==> src/wds_pkg.sv <==
package wds_pkg;

  typedef enum logic [1:0] {
    VERDICT_PASS   = 2'd0,
    VERDICT_NEW    = 2'd1,
    VERDICT_REPEAT = 2'd2
  } verdict_e;

  typedef enum logic [1:0] {
    CFG_ENABLE    = 2'd0,
    CFG_WINDOW    = 2'd1,
    CFG_MAX       = 2'd2,
    CFG_BYPASS_PR = 2'd3
  } cfg_idx_e;

  localparam int unsigned CfgIdxWidth = 8;

  // transaction from front to back
  typedef struct packed {
    logic        dedup;
    logic [63:0] key;
    logic [31:0] now_ms;
  } wds_cmd_t;

endpackage

==> src/wds_front.sv <==
module wds_front
  import wds_pkg::*;
(
  input  logic                   clk_i,
  input  logic                   rst_ni,
  input  logic                   cfg_valid_i,
  output logic                   cfg_ready_o,
  input  logic [CfgIdxWidth-1:0] cfg_index_i,
  input  logic [31:0]            cfg_data_i,
  input  logic                   push_i,
  output logic                   full_o,
  input  logic [63:0]            key_i,
  input  logic [31:0]            now_ms_i,
  input  logic [2:0]             priority_req_i,
  input  logic                   bypass_i,
  output logic                   cmd_valid_o,
  input  logic                   cmd_ready_i,
  output wds_cmd_t               cmd_o,
  output logic                   enable_o,
  output logic [31:0]            window_ms_o,
  output logic [5:0]             max_entries_o
);

  logic       enable_q;
  logic [31:0] window_q;
  logic [5:0] max_q;
  logic [2:0] byp_pr_q;

  // two-entry command queue
  wds_cmd_t   q_mem [2];
  logic       wr_ptr_q, rd_ptr_q;
  logic [1:0] cnt_q;
  logic       do_push, do_pop;
  wds_cmd_t   cmd_new;

  assign cfg_ready_o = 1'b1;
  assign full_o      = (cnt_q == 2'd2);
  assign do_push     = push_i && !full_o;
  assign do_pop      = cmd_valid_o && cmd_ready_i;
  assign cmd_valid_o = (cnt_q != 2'd0);
  assign cmd_o       = q_mem[rd_ptr_q];

  always_comb begin
    cmd_new.dedup  = enable_q && !bypass_i && (priority_req_i > byp_pr_q);
    cmd_new.key    = key_i;
    cmd_new.now_ms = now_ms_i;
  end

  always_ff @(posedge clk_i or negedge rst_ni) begin
    if (!rst_ni) begin
      enable_q <= 1'b1;
      window_q <= 32'd30000;
      max_q    <= 6'd63;
      byp_pr_q <= 3'd1;
    end else if (cfg_valid_i) begin
      case (cfg_index_i)
        CfgIdxWidth'(CFG_ENABLE):    enable_q <= cfg_data_i[0];
        CfgIdxWidth'(CFG_WINDOW):    window_q <= cfg_data_i;
        CfgIdxWidth'(CFG_MAX):       max_q    <= cfg_data_i[5:0];
        CfgIdxWidth'(CFG_BYPASS_PR): byp_pr_q <= cfg_data_i[2:0];
        default: ;
      endcase
    end
  end

  always_ff @(posedge clk_i or negedge rst_ni) begin
    if (!rst_ni) begin
      wr_ptr_q <= 1'b0;
      rd_ptr_q <= 1'b0;
      cnt_q    <= 2'd0;
    end else begin
      if (do_push) wr_ptr_q <= ~wr_ptr_q;
      if (do_pop)  rd_ptr_q <= ~rd_ptr_q;
      cnt_q <= cnt_q + {1'b0, do_push} - {1'b0, do_pop};
    end
  end

  always_ff @(posedge clk_i) begin
    if (do_push) q_mem[wr_ptr_q] <= cmd_new;
  end

  assign enable_o      = enable_q;
  assign window_ms_o   = window_q;
  assign max_entries_o = max_q;

  cnt_range: assert property (@(posedge clk_i) disable iff (!rst_ni) cnt_q != 2'd3)
    else $error("queue count out of range");
  no_push_full: assert property (@(posedge clk_i) disable iff (!rst_ni)
    full_o && !do_pop |=> cnt_q == 2'd2)
    else $error("queue count moved while full");
  pop_drops: assert property (@(posedge clk_i) disable iff (!rst_ni)
    do_pop && !do_push |=> cnt_q == $past(cnt_q) - 2'd1)
    else $error("pop not counted");

endmodule

==> config.mk <==
export PLATFORM = sky130hd
export DESIGN_NAME = wds_front
export DESIGN_NICKNAME = d
export VERILOG_FILES = /design/src/wds_pkg.sv /design/src/wds_front.sv
export SDC_FILE = /design/constraint.sdc
export NUM_CORES = 1
export LEC_CHECK = 0
export BUFFER_PORTS_ARGS = -buffer_cell sky130_fd_sc_hd__buf_2
export CAP_MARGIN = 20
export CORE_MARGIN = 8
export CORE_UTILIZATION = 25
export CTS_CLUSTER_DIAMETER = 200
export DETAILED_ROUTE_END_ITERATION = 6
export PLACE_DENSITY_LB_ADDON = 0.05
export SYNTH_ARGS = -nofsm -noshare
export SYNTH_HDL_FRONTEND = slang
export SYNTH_SLANG_ARGS = --single-unit
==> constraint.sdc <==
create_clock -name clk_i -period 14.8 [get_ports clk_i]
set_input_delay 1.48 -clock clk_i [delete_from_list [all_inputs] [get_ports clk_i]]
set_output_delay 1.48 -clock clk_i [all_outputs]
set_load 0.02 [all_outputs]
==> key figures, run 1 <==
Yosys
  – Synth async-reset ratio: approximately a fifth
  – Synthesized net count: between 500 and 600
  – Post-synth top cells: edfxtp_1 (194), mux2_2 (109), dfrtp_1 (31), mux2_4 (30), dfstp_2 (15)
  – Yosys top cell area share: about 64%
  – Syn avg cell area: 21.12 um^2
  – Post-synthesis sequential area ratio: just under 80%
  – Most common cell in the netlist: edfxtp_1
  – #FFs+latches synth: 240
  – Cell variety after synth: 31
  – Post-synth EDFFs: 194
  – Synth area leader: edfxtp_1
  – Post-Synthesis Cells: roughly 430
  – Mapped cell area: between 0.009 and 0.01 mm^2
  – Synth top area cells: edfxtp_1 (64%), mux2_2 (14%), dfrtp_1 (8.6%)
  – Warnings, synthesis: 0
  – Ys flop type: edfxtp_1

Routing
  – Vias post-DR: 4904
  – DR vias/cell: between 4 and 5
  – Antenna viol nets, final: 0
  – DRC: 0
  – Router iterations before antenna repair: 6
  – Starting DRT DRC Count: around 150
  – WL/cell: around 19 um
  – Final WL: roughly 23000 um

Worst setup path
  – Crit path max-delay family: buffers and inverters
  – CP Cell Sequence: buf_4 -> mux2_2 -> buf_2
  – CP arrival: 2740 ps
  – Crit-path max FO: 62
  – Buf/Inv on CP: 2
  – Max incr delay on CP: 780 ps
  – Slowest CP cell: buf_4
  – Critical path class: flip-flop to output pin
  – Worst Setup Start Kind: flip-flop
  – Critical Path RT: 13320 ps
  – Critical Path Sink Type: output pin

STA
  – Fin crit share: between 20 and 30%
  – Peak Freq: 0.2368 GHz
  – Worst-margin pin slew: 909.6 ps
  – Final setup viols: 0
  – Slew Limit Fails: 0
  – TNS Setup: 0 ps
  – RSZ-0062 raised after global routing: no
  – Final hold vios: 0
  – Min cycle time layout: roughly 4200 ps
  – Worst-case clock skew: between 8 and 9 ps
  – Max_slew headroom: between 30% and 40%

Power and ir drop
  – Switching share of power: a little under a third
  – Clock power frac: a little under a third
  – Logic pwr share: approximately 28%
  – Pwr dens: roughly 190 mW/mm^2
  – Reg power frac: about two fifths
  – Static Leakage: approximately 0.005 uW
  – Cell internal pwr: 1598 uW
  – VDD IR-drop max: between 80 and 90 uV
  – Switching Power: 720.4 uW

Final layout
  – Nets: just under 900
  – Post-route cell area: 0.01200 mm^2
  – Synthesis-to-layout area growth: 32.69%
  – Layout cells sized above 1: between 60% and 70%

Global route
  – Largest net degree at the start of global routing: 63
  – Initial antenna violation count: 8
  – Vias in the first global route: between 5000 and 6000
  – First-pass GRT wire length: 33930 um
  – Global route overflow: 0
  – Gr usage total: a little over a tenth

Clock tree
  – CTS Sinks: 240
  – Total CTS buffers: 28
  – Hold_buf cts: 0
  – Setup Fix Bufs, Post-CTS: 0
  – Post-CTS Resized: 0
  – CTS H-Tree Depth: 1
  – CTS tree: yes
  – Worst skew pair latency: 530 ps
  – Clock buffer depth: 3
  – CTS Root Cell: clkbuf_16
  – Reg clk slew, reported paths: around 60 ps

Hold path
  – Worst Hold Class: flip-flop to flip-flop

Place
  – Placed Area: between 0.01 and 0.015 mm^2
  – Buffers added on ports: roughly 280
  – GPL Wtd Cong: between 0.6 and 0.7
  – Detailed Place HPWL: 15900 um

Floorplan
  – Boundary Pins: 284
  – Site row count: 69
  – Die area: 0.04251 mm^2
  – Core ar.: approximately 0.036 mm^2
  – Die Wd: 206.2 um
  – Die Span Y: between 200 and 250 um
  – Initial core utilization: about a quarter

Run
  – Max Cap Viol: 0

Outcome
  – Status: complete, no violations
==> cell families after synthesis <==
logic type,share of synthesized area [%]
other cells,0.04148
buf+inv,1.301
flops,77.37
compound gates,0.1106
xor+xnor,0.3876
fa+ha+maj,0.6919
simple gates,1.536
mux,18.56
==> state kept, by name, summed over array words and instances (netlist names) <==
name	cells
rd_ptr_q	1
max_entries_o	6
enable_o	1
byp_pr_q	3
cnt_q	2
wr_ptr_q	1
q_mem	194
window_ms_o	32
==> worst register-to-register path, stage by stage (launching register included) <==
cell and delay (ps):
dfrtp_1 400, nand2b_1 130, nand2_1 150, nor2_4 530
buf_16 250, buf_4 710
==> routing by layer <==
layer | vias up | part of all wire (%) | global-route usage (%)
met1 | 2394 | 39 | 11.99
met3 | 46 | 11 | 4.906
met5 | - | 0.45 | 0
met4 | 16 | 1.5 | 2.611
li1 | 2261 | - | -
met2 | 187 | 48 | 17.46
==> power by group through the flow <==
stage          Sequential, uW  Clock (uW)  Combinational, uW
2_1_floorplan             945           0                438
3_3_place_gp              950           0                667
3_5_place_dp              956           0                671
4_1_cts                   944         754                673
5_1_grt                   955         784                709
6_report                  939         727                653
==> cells in the final DEF, fill, tap and decap left out, drive strengths merged, types with 2 or more instances in the layout <==
cell | synthesis | layout
edfxtp | 194 | 194
bufinv | 0 | 6
xnor2 | 3 | 3
dfstp | 15 | 15
ha | 5 | 5
clkinv | 0 | 10
nand3b | 2 | 2
buf | 14 | 287
clkbuf | 1 | 33
mux2 | 139 | 139
dfrtp | 31 | 31
nand3 | 2 | 2
inv | 6 | 6
==> path summary, 6_finish.rpt <==
path	start	endpoint	slack, ps	cells after the start
max in group asynchronous	rst_ni	window_ms_o[12]	13390	2
hold reg to reg	cnt_q[1]	cnt_q[1]	500	1
min in group asynchronous	rst_ni	window_ms_o[3]	850	1
hold / removal	cnt_q[1]	cnt_q[1]	500	1
setup / recovery	rd_ptr_q	cmd_o[12]	10580	3
setup reg to reg	cnt_q[1]	q_mem[0][57]	12190	5
==> cell type report <==
class	instances	area [um^2]
fill	3473	23570
timing repair buffer	287	1481
tap	461	576.8
sequential	240	6999
inverter	6	22.52
clock inverter	17	232.7
multi-input combinational	167	1941
clock buffer	33	740.7
antenna	1	2.502
==> per-stage QoR <==
step	setup slack, ps	instances	hold slack (ps)	total power (uW)	util [%]
after global routing	10330	1211	521.0	2448	33.72
after global placement	10860	1159	479.5	1617	30.85
after CTS	10430	1209	504.3	2371	33.59
after floorplan	8635	428	460.4	1383	-
after detailed placement	10750	1159	485.5	1627	30.85
final	10580	1212	501.1	2319	33.73
Power figures use the tool's default switching activity.
==> run 2, diff against run 1 <==
ABC_AREA = 1   (was not set)
clock period = 3.55 ns   (was 14.8 ns; I/O delays follow)
==> run 2 against run 1 <==
  * Power grew to 4.2 times the previous value
  * Clock power grew to 3.7 times the previous value
  * Die area grew 1.3%
  * Core utilization rose by 1.4 points
  * Flip-flop and latch count stayed put
  * Critical endpoint is now cmd_o[31]
  * Highest routed layer unchanged
  * Global-route usage up 1.6 points
  * Cell area rose by 6.3%
  * Critical path depth is 2 higher
  * Sequential power increased to 4.2 times the previous value
  * Largest cell class unchanged
==> key figures, run 2 <==
Outcome
  – Status: complete, no violations (unchanged)

STA
  – Max_slew headroom: 43.84% (was 39.36%)
  – Slew Limit Fails: 0 (unchanged)
  – Min cycle time layout: between 2000 and 3000 ps
  – Final hold vios: 0 (unchanged)
  – Final setup viols: 0 (unchanged)
  – Worst-margin pin slew: 842.4 ps (was 909.6 ps)
  – Fin crit share: around 78%
  – TNS Setup: 0 ps (unchanged)
  – Fin Hold WS: 31.01 ps (was 501.1 ps)
  – Worst-case clock skew: 10.97 ps (was 8.388 ps)
  – Peak Freq: approximately 0.36 GHz
  – RSZ-0062 raised after global routing: no (unchanged)

Yosys
  – Synth async-reset ratio: 19.17% (unchanged)
  – Syn avg cell area: 12.37 um^2 (was 21.12 um^2)
  – Post-synth top cells: nand2_1 (379), edfxtp_1 (194), nand3_1 (46), dfrtp_1 (31), dfstp_2 (15) (was edfxtp_1 (194), mux2_2 (109), dfrtp_1 (31), mux2_4 (30), dfstp_2 (15))
  – Mapped cell area: 0.009165 mm^2 (was 0.009041 mm^2)
  – Post-synthesis sequential area ratio: 76.33% (was 77.37%)
  – #FFs+latches synth: 240 (unchanged)
  – Largest family of logic cells by synthesized area: simple AND/OR/NAND/NOR gates (was multiplexers)
  – Cell variety after synth: 27 (was 31)
  – Synth Area in Compound Gates: 0.2048% (was 0.1107%)
  – Most common cell in the netlist: nand2_1 (was edfxtp_1)
  – Yosys top cell area share: 63.56% (was 64.43%)
  – Post-synthesis simple-gate area fraction: 19.49% (was 1.536%)
  – Post-Synth Adder-Cell Area: 0.6826% (was 0.6919%)
  – Synth area leader: edfxtp_1 (unchanged)
  – Synthesized net count: 891 (was 578)
  – Warnings, synthesis: 0 (unchanged)
  – Xor/xnor share of the synthesized area: 0.3823% (was 0.3875%)
  – Mux contribution to synthesized area: 0% (was 18.56%)
  – Synth top area cells: edfxtp_1 (64%), nand2_1 (16%), dfrtp_1 (8.5%) (was edfxtp_1 (64%), mux2_2 (14%), dfrtp_1 (8.6%))
  – Post-synth EDFFs: 194 (unchanged)
  – Ys flop type: edfxtp_1 (unchanged)
  – Post-Synthesis Cells: 741 (was 428)

Routing
  – Final WL: 26370 um (was 23020 um)
  – Router iterations before antenna repair: 4 (was 6)
  – Starting DRT DRC Count: 218 (was 146)
  – DRC: 0 (unchanged)
  – Vias post-DR: 6462 (was 4904)
  – DR vias/cell: 4.031 (was 4.046)
  – WL/cell: 16.45 um (was 19.00 um)
  – Antenna viol nets, final: 0 (unchanged)

Final layout
  – Synthesis-to-layout area growth: 39.17% (was 32.69%)
  – Layout cells sized above 1: 31.60% (was 65.07%)
  – Max reg flops: 194 (unchanged)
  – Nets: 1263 (was 880)
  – Most common cell after layout, fill and taps aside: nand2_1 (was buf_2)
  – Most frequent cells in the layout: nand2_1 (379), buf_2 (282), edfxtp_1 (194), dlygate4sd3_1 (85), nand3_1 (46) (was buf_2 (282), edfxtp_1 (194), mux2_2 (109), mux2_4 (30), dfrtp_1 (30))
  – Register with the most flip-flops: q_mem (unchanged)

Hold path
  – Worst Hold Class: input pin to flip-flop (was flip-flop to flip-flop)

Floorplan
  – Boundary Pins: 284 (unchanged)
  – Initial core utilization: 25.22% (was 25.42%)
  – Site row count: 70 (was 69)
  – Die Wd: 207.5 um (was 206.2 um)
  – Die Span Y: 207.5 um (was 206.2 um)
  – Die area: 0.04304 mm^2 (was 0.04251 mm^2)
  – Core ar.: 0.03635 mm^2 (was 0.03557 mm^2)

Worst setup path
  – Crit-path max FO: 82 (was 62)
  – CP Cell Sequence: clkinv_2 -> buf_12 -> nand2_1 -> nand2_1 -> buf_2 (was buf_4 -> mux2_2 -> buf_2)
  – Crit-path most repeated cell: nand2_1
  – Critical Path Sink Type: output pin (unchanged)
  – CP arrival: 2410 ps (was 2740 ps)
  – Critical Path RT: 3190 ps (was 13320 ps)
  – Crit path max-delay family: buffers and inverters (unchanged)
  – Slowest CP cell: dfrtp_4 (was buf_4)
  – Critical path class: flip-flop to output pin (unchanged)
  – Max incr delay on CP: 700 ps (was 780 ps)
  – Buf/Inv on CP: 3 (was 2)
  – Worst Setup Start Kind: flip-flop (unchanged)

Power and ir drop
  – Reg power frac: 40.2% (was 40.5%)
  – Pwr dens: 761.7 mW/mm^2 (was 193.3 mW/mm^2)
  – Pwr Total: 9716 uW (was 2319 uW)
  – Static Leakage: 0.005781 uW (was 0.004914 uW)
  – Switching Power: 3523 uW (was 720.4 uW)
  – VDD IR-drop max: 296.1 uV (was 81.48 uV)
  – Cell internal pwr: 6193 uW (was 1598 uW)
  – Switching share of power: 36.26% (was 31.07%)
  – Logic pwr share: 32.3% (was 28.1%)
  – Clock power frac: 27.4% (was 31.3%)

Global route
  – Global route overflow: 0 (unchanged)
  – Initial antenna violation count: 7 (was 8)
  – Largest net degree at the start of global routing: 91 (was 63)
  – Gr usage total: 12.06% (was 10.46%)
  – Vias in the first global route: 7109 (was 5615)
  – First-pass GRT wire length: 41880 um (was 33930 um)

Clock tree
  – CTS Sinks: 240 (unchanged)
  – Reg clk slew, reported paths: 60 ps (about the same)
  – CTS H-Tree Depth: 1 (unchanged)
  – CTS Root Cell: clkbuf_16 (unchanged)
  – Clock buffer depth: 3 (unchanged)
  – Hold_buf cts: 84 (was 0)
  – Setup Fix Bufs, Post-CTS: 0 (unchanged)
  – Worst skew pair latency: 530 ps (about the same)
  – Post-CTS Resized: 0 (unchanged)
  – Total CTS buffers: 27 (was 28)
  – CTS tree: yes (unchanged)

Place
  – GPL Wtd Cong: 0.7143 (was 0.6806)
  – Detailed Place HPWL: 17840 um (was 15900 um)
  – Buffers added on ports: 282 (unchanged)

Run
  – Max Cap Viol: 0 (unchanged)
run 2: cell count changes after synthesis, moves of 3 or more:
cell | previous run | this run
nand3_1 | 1 | 46
buf_6 | 3 | 6
nand2_1 | 1 | 379
nor2_1 | 1 | 4
mux2_2 | 109 | 0
nor2_2 | 0 | 5
buf_4 | 1 | 8
clkbuf_1 | 1 | 7
inv_1 | 6 | 12
mux2_4 | 30 | 0
run 2: logic make-up after synthesis:
logic type               count (synthesis)
flip-flops                             240
AO/OA/AOI/OAI                            3
AND/OR/NAND/NOR                        442
adder cells (fa/ha/maj)                  5
other                                    1
buffers and inverters                   46
XOR/XNOR                                 4
run 2: routing by layer:
metal	track usage, %	vias to the layer above	part of all wire, %
met4	2.391	10	1.4
met2	21.03	178	49
li1	-	3203	-
met1	14.11	3030	41
met5	0	-	0.27
met3	4.438	41	7.8
run 2: metrics by stage:
step / util (%) / setup WS [ps] / cell area, um^2 / instances
final: 35.09 / 783.0 / 12750 / 1603
after global routing: 35.09 / 631.6 / 12750 / 1603
after CTS: 35.05 / 710.0 / 12740 / 1600
after detailed placement: 30.42 / 1301 / 11060 / 1467
after global placement: 30.42 / 1335 / 11060 / 1467
after floorplan: - / -1593 / 9165 / 741
run 2: final timing paths:
kind,startpoint,endpoint,slack [ps],cells past startpoint
max,rd_ptr_q,cmd_o[31],780,5
min,key_i[27],q_mem[0][59],30,1
max reg2reg,cnt_q[1],q_mem[0][24],1670,4
min reg2reg,window_ms_o[12],window_ms_o[12],460,2
max in group asynchronous,rst_ni,window_ms_o[10],2330,3
min in group asynchronous,rst_ni,window_ms_o[30],430,2
run 2: power by group through the flow:
stage                     Clock, uW  Sequential [uW]  Combinational [uW]
after floorplan                   0             3980                1940
after global placement            0             3980                3220
after detailed placement          0             3970                3210
after CTS                      2790             3920                3290
after global routing           2900             3970                3490
final                          2670             3910                3140
run 2: final cells by class:
class	instances	area, um^2
Antenna cell	2	5.005
Inverter	14	55.05
Clock inverter	9	96.34
Sequential cell	240	6999
Tap cell	468	585.6
Timing Repair Buffer	375	2347
Clock buffer	40	744.5
Fill cell	3689	23590
Multi-Input combinational cell	455	1922
==> run 3, diff against run 2 <==
clock period = 2.75 ns   (was 3.55 ns; I/O delays follow)
==> run 3 against run 2 <==
  * Cell area is 4.2% higher
  * Power is 31% higher
  * Non-clock buffer count is 49 higher
  * Count of clock-buffer cells in the layout is 8 lower
  * Global-route usage is 0.10 points higher
  * Via count is 2.1% higher
  * Setup slack worse by 230 ps
  * Flip-flop and latch count stayed put
  * Sequential power is 26% higher
  * Critical path depth stayed put
  * Clock power is 29% higher
==> key figures, run 3 (same netlist as run 2, synthesis figures left out) <==
Outcome
  – Status: complete, no violations (unchanged)

Power and ir drop
  – VDD IR-drop max: 420.8 uV (was 296.1 uV)
  – Pwr dens: 955.9 mW/mm^2 (was 761.7 mW/mm^2)
  – Static Leakage: 0.006008 uW (was 0.005781 uW)

Run
  – Max Cap Viol: 0 (unchanged)

Final layout
  – Nets: 1313 (was 1263)
  – Layout cells sized above 1: 30.80% (was 31.60%)
  – Area taken by flip-flops and latches: 0.006999 mm^2 (unchanged)
  – Area of the multi-input gates: 0.001922 mm^2 (unchanged)
  – Most frequent cells in the layout: nand2_1 (379), buf_2 (282), edfxtp_1 (194), dlygate4sd3_1 (129), nand3_1 (46) (was nand2_1 (379), buf_2 (282), edfxtp_1 (194), dlygate4sd3_1 (85), nand3_1 (46))
  – Synthesis-to-layout area growth: 44.97% (was 39.17%)
  – Number of fillers in the final layout: 3627 (was 3689)
  – Max reg flops: 194 (unchanged)
  – Most common cell after layout, fill and taps aside: nand2_1 (unchanged)
  – Register with the most flip-flops: q_mem (unchanged)
  – Fin cells: 1656 (was 1603)

Worst setup path
  – Critical Path Sink Type: output pin (unchanged)
  – Critical path class: flip-flop to output pin (unchanged)
  – Critical Path RT: 2480 ps (was 3190 ps)
  – Slowest CP cell: dfrtp_4 (unchanged)
  – Worst Setup Start Kind: flip-flop (unchanged)
  – Crit-path max FO: 24 (was 82)
  – Crit-path most repeated cell: nand2_1 (unchanged)
  – Max incr delay on CP: 480 ps (was 700 ps)
  – CP Cell Sequence: clkinv_2 -> buf_4 -> nand2_1 -> nand2_1 -> buf_2 (was clkinv_2 -> buf_12 -> nand2_1 -> nand2_1 -> buf_2)
  – CP arrival: 1920 ps (was 2410 ps)

Place
  – Detailed Place HPWL: 17690 um (was 17840 um)
  – GPL Wtd Cong: 0.6831 (was 0.7143)
  – Buffers added on ports: 282 (unchanged)
  – Cells after DPL: 1472 (was 1467)
  – Worst slack, placed: 958.9 ps (was 1301 ps)

STA
  – Final setup viols: 0 (unchanged)
  – Peak Freq: 0.4553 GHz
  – Min cycle time layout: about 2200 ps
  – Fin crit share: 79.87%
  – RSZ-0062 raised after global routing: no (unchanged)
  – Worst setup margin: 553.5 ps (was 783.0 ps)
  – Slew Limit Fails: 0 (unchanged)
  – Max_slew headroom: 39.25% (was 43.84%)
  – Worst-margin pin slew: 911.2 ps (was 842.4 ps)
  – Final hold vios: 0 (unchanged)
  – Worst-case clock skew: 9.277 ps (was 10.97 ps)

Clock tree
  – Clock buffer depth: 3 (unchanged)
  – Post-CTS Resized: 0 (unchanged)
  – CTS tree: yes (unchanged)
  – Setup Fix Bufs, Post-CTS: 0 (unchanged)
  – CTS Root Cell: clkbuf_16 (unchanged)
  – Total CTS buffers: 28 (was 27)
  – Reg clk slew, reported paths: 60 ps (about the same)
  – CTS Sinks: 240 (unchanged)
  – Worst skew pair latency: 530 ps (about the same)
  – CTS H-Tree Depth: 1 (unchanged)

Global route
  – Initial antenna violation count: 5 (was 7)
  – Largest net degree at the start of global routing: 60 (was 91)
  – Vias in the first global route: 7246 (was 7109)
  – Global route overflow: 0 (unchanged)
  – Gr usage total: 12.16% (was 12.06%)
  – First-pass GRT wire length: 42210 um (was 41880 um)

Floorplan
  – Die area: 0.04304 mm^2 (unchanged)
  – Site row count: 70 (unchanged)
  – Initial core utilization: 25.22% (unchanged)
  – Boundary Pins: 284 (unchanged)
  – Core ar.: 0.03635 mm^2 (unchanged)
  – Die Span Y: 207.5 um (unchanged)
  – Die Wd: 207.5 um (unchanged)

Routing
  – WL/cell: 16.24 um (was 16.45 um)
  – Router iterations before antenna repair: 4 (unchanged)
  – DRC: 0 (unchanged)
  – DR vias/cell: 3.985 (was 4.031)
  – Antenna viol nets, final: 0 (unchanged)
  – Starting DRT DRC Count: 176 (was 218)
  – Final WL: 26900 um (was 26370 um)
  – Vias post-DR: 6599 (was 6462)

Hold path
  – Worst Hold Class: input pin to flip-flop (unchanged)
## run 3: changes by cell type in the layout (fill, tap and decap cells not counted), moves of 2 or more
cell,before,now
clkinv_2,6,8
clkinv_1,2,11
clkbuf_8,2,0
dlygate4sd3_1,85,129
buf_12,2,5
clkbuf_16,27,29
buf_4,6,8
clkbuf_1,11,3
## run 3: final timing paths
path	cells past startpoint	start	slack, ps	endpoint
max	5	rd_ptr_q	550	cmd_o[35]
min	3	cmd_ready_i	50	rd_ptr_q
max reg2reg	4	cnt_q[1]	1000	q_mem[0][91]
min reg2reg	2	max_entries_o[0]	460	max_entries_o[0]
max in group asynchronous	3	rst_ni	1620	window_ms_o[14]
min in group asynchronous	2	rst_ni	400	window_ms_o[30]
## run 3: timing repair
item,4_1_cts,5_1_grt
endpoints found under the hold margin,251,0
hold buffers,129,0
setup endpoints to repair,0,0
## run 3: layout make-up
cell class | instances | share of cell area, %
Sequential cell | 240 | 52.68
Timing Repair Buffer | 424 | 21.55
Multi-Input combinational cell | 455 | 14.46
Clock buffer | 32 | 5.547
Tap cell | 468 | 4.407
Clock inverter | 20 | 0.8852
Inverter | 14 | 0.4144
Antenna cell | 3 | 0.05650
## run 3: worst max-delay path, delay by kind of cell, from the launching register on
family        cells  cell delay [ps]
flops             1              480
buf+inv           3              700
simple gates      2              200
## run 3: layer usage
metal | GRT usage [%] | wire (um) | vias to the layer above
met5 | 0 | 23 | -
met4 | 2.637 | 372 | 4
met3 | 4.257 | 2051 | 28
met2 | 20.18 | 12570 | 181
met1 | 15.12 | 11880 | 3075
li1 | - | - | 3311
## run 3: report_power, final
group | switching (uW) | internal, uW
clock network | 1440 | 2000
logic | 3050 | 1270
registers | 161 | 4780
total | 4650 | 8050
## run 3: stage by stage
stage               hold slack (ps)  utilization, %  instance area, um^2  setup TNS [ps]  power [uW]
floorplan                    -20.59               -                 9170         -147720        7584
global placement              448.7           30.63                11130               0        9379
detailed placement            454.5           30.63                11130               0        9370
CTS                           19.53           36.53                13280               0       13050
global route                  48.23           36.55                13290               0       13510
finish                        53.22           36.55                13290               0       12700
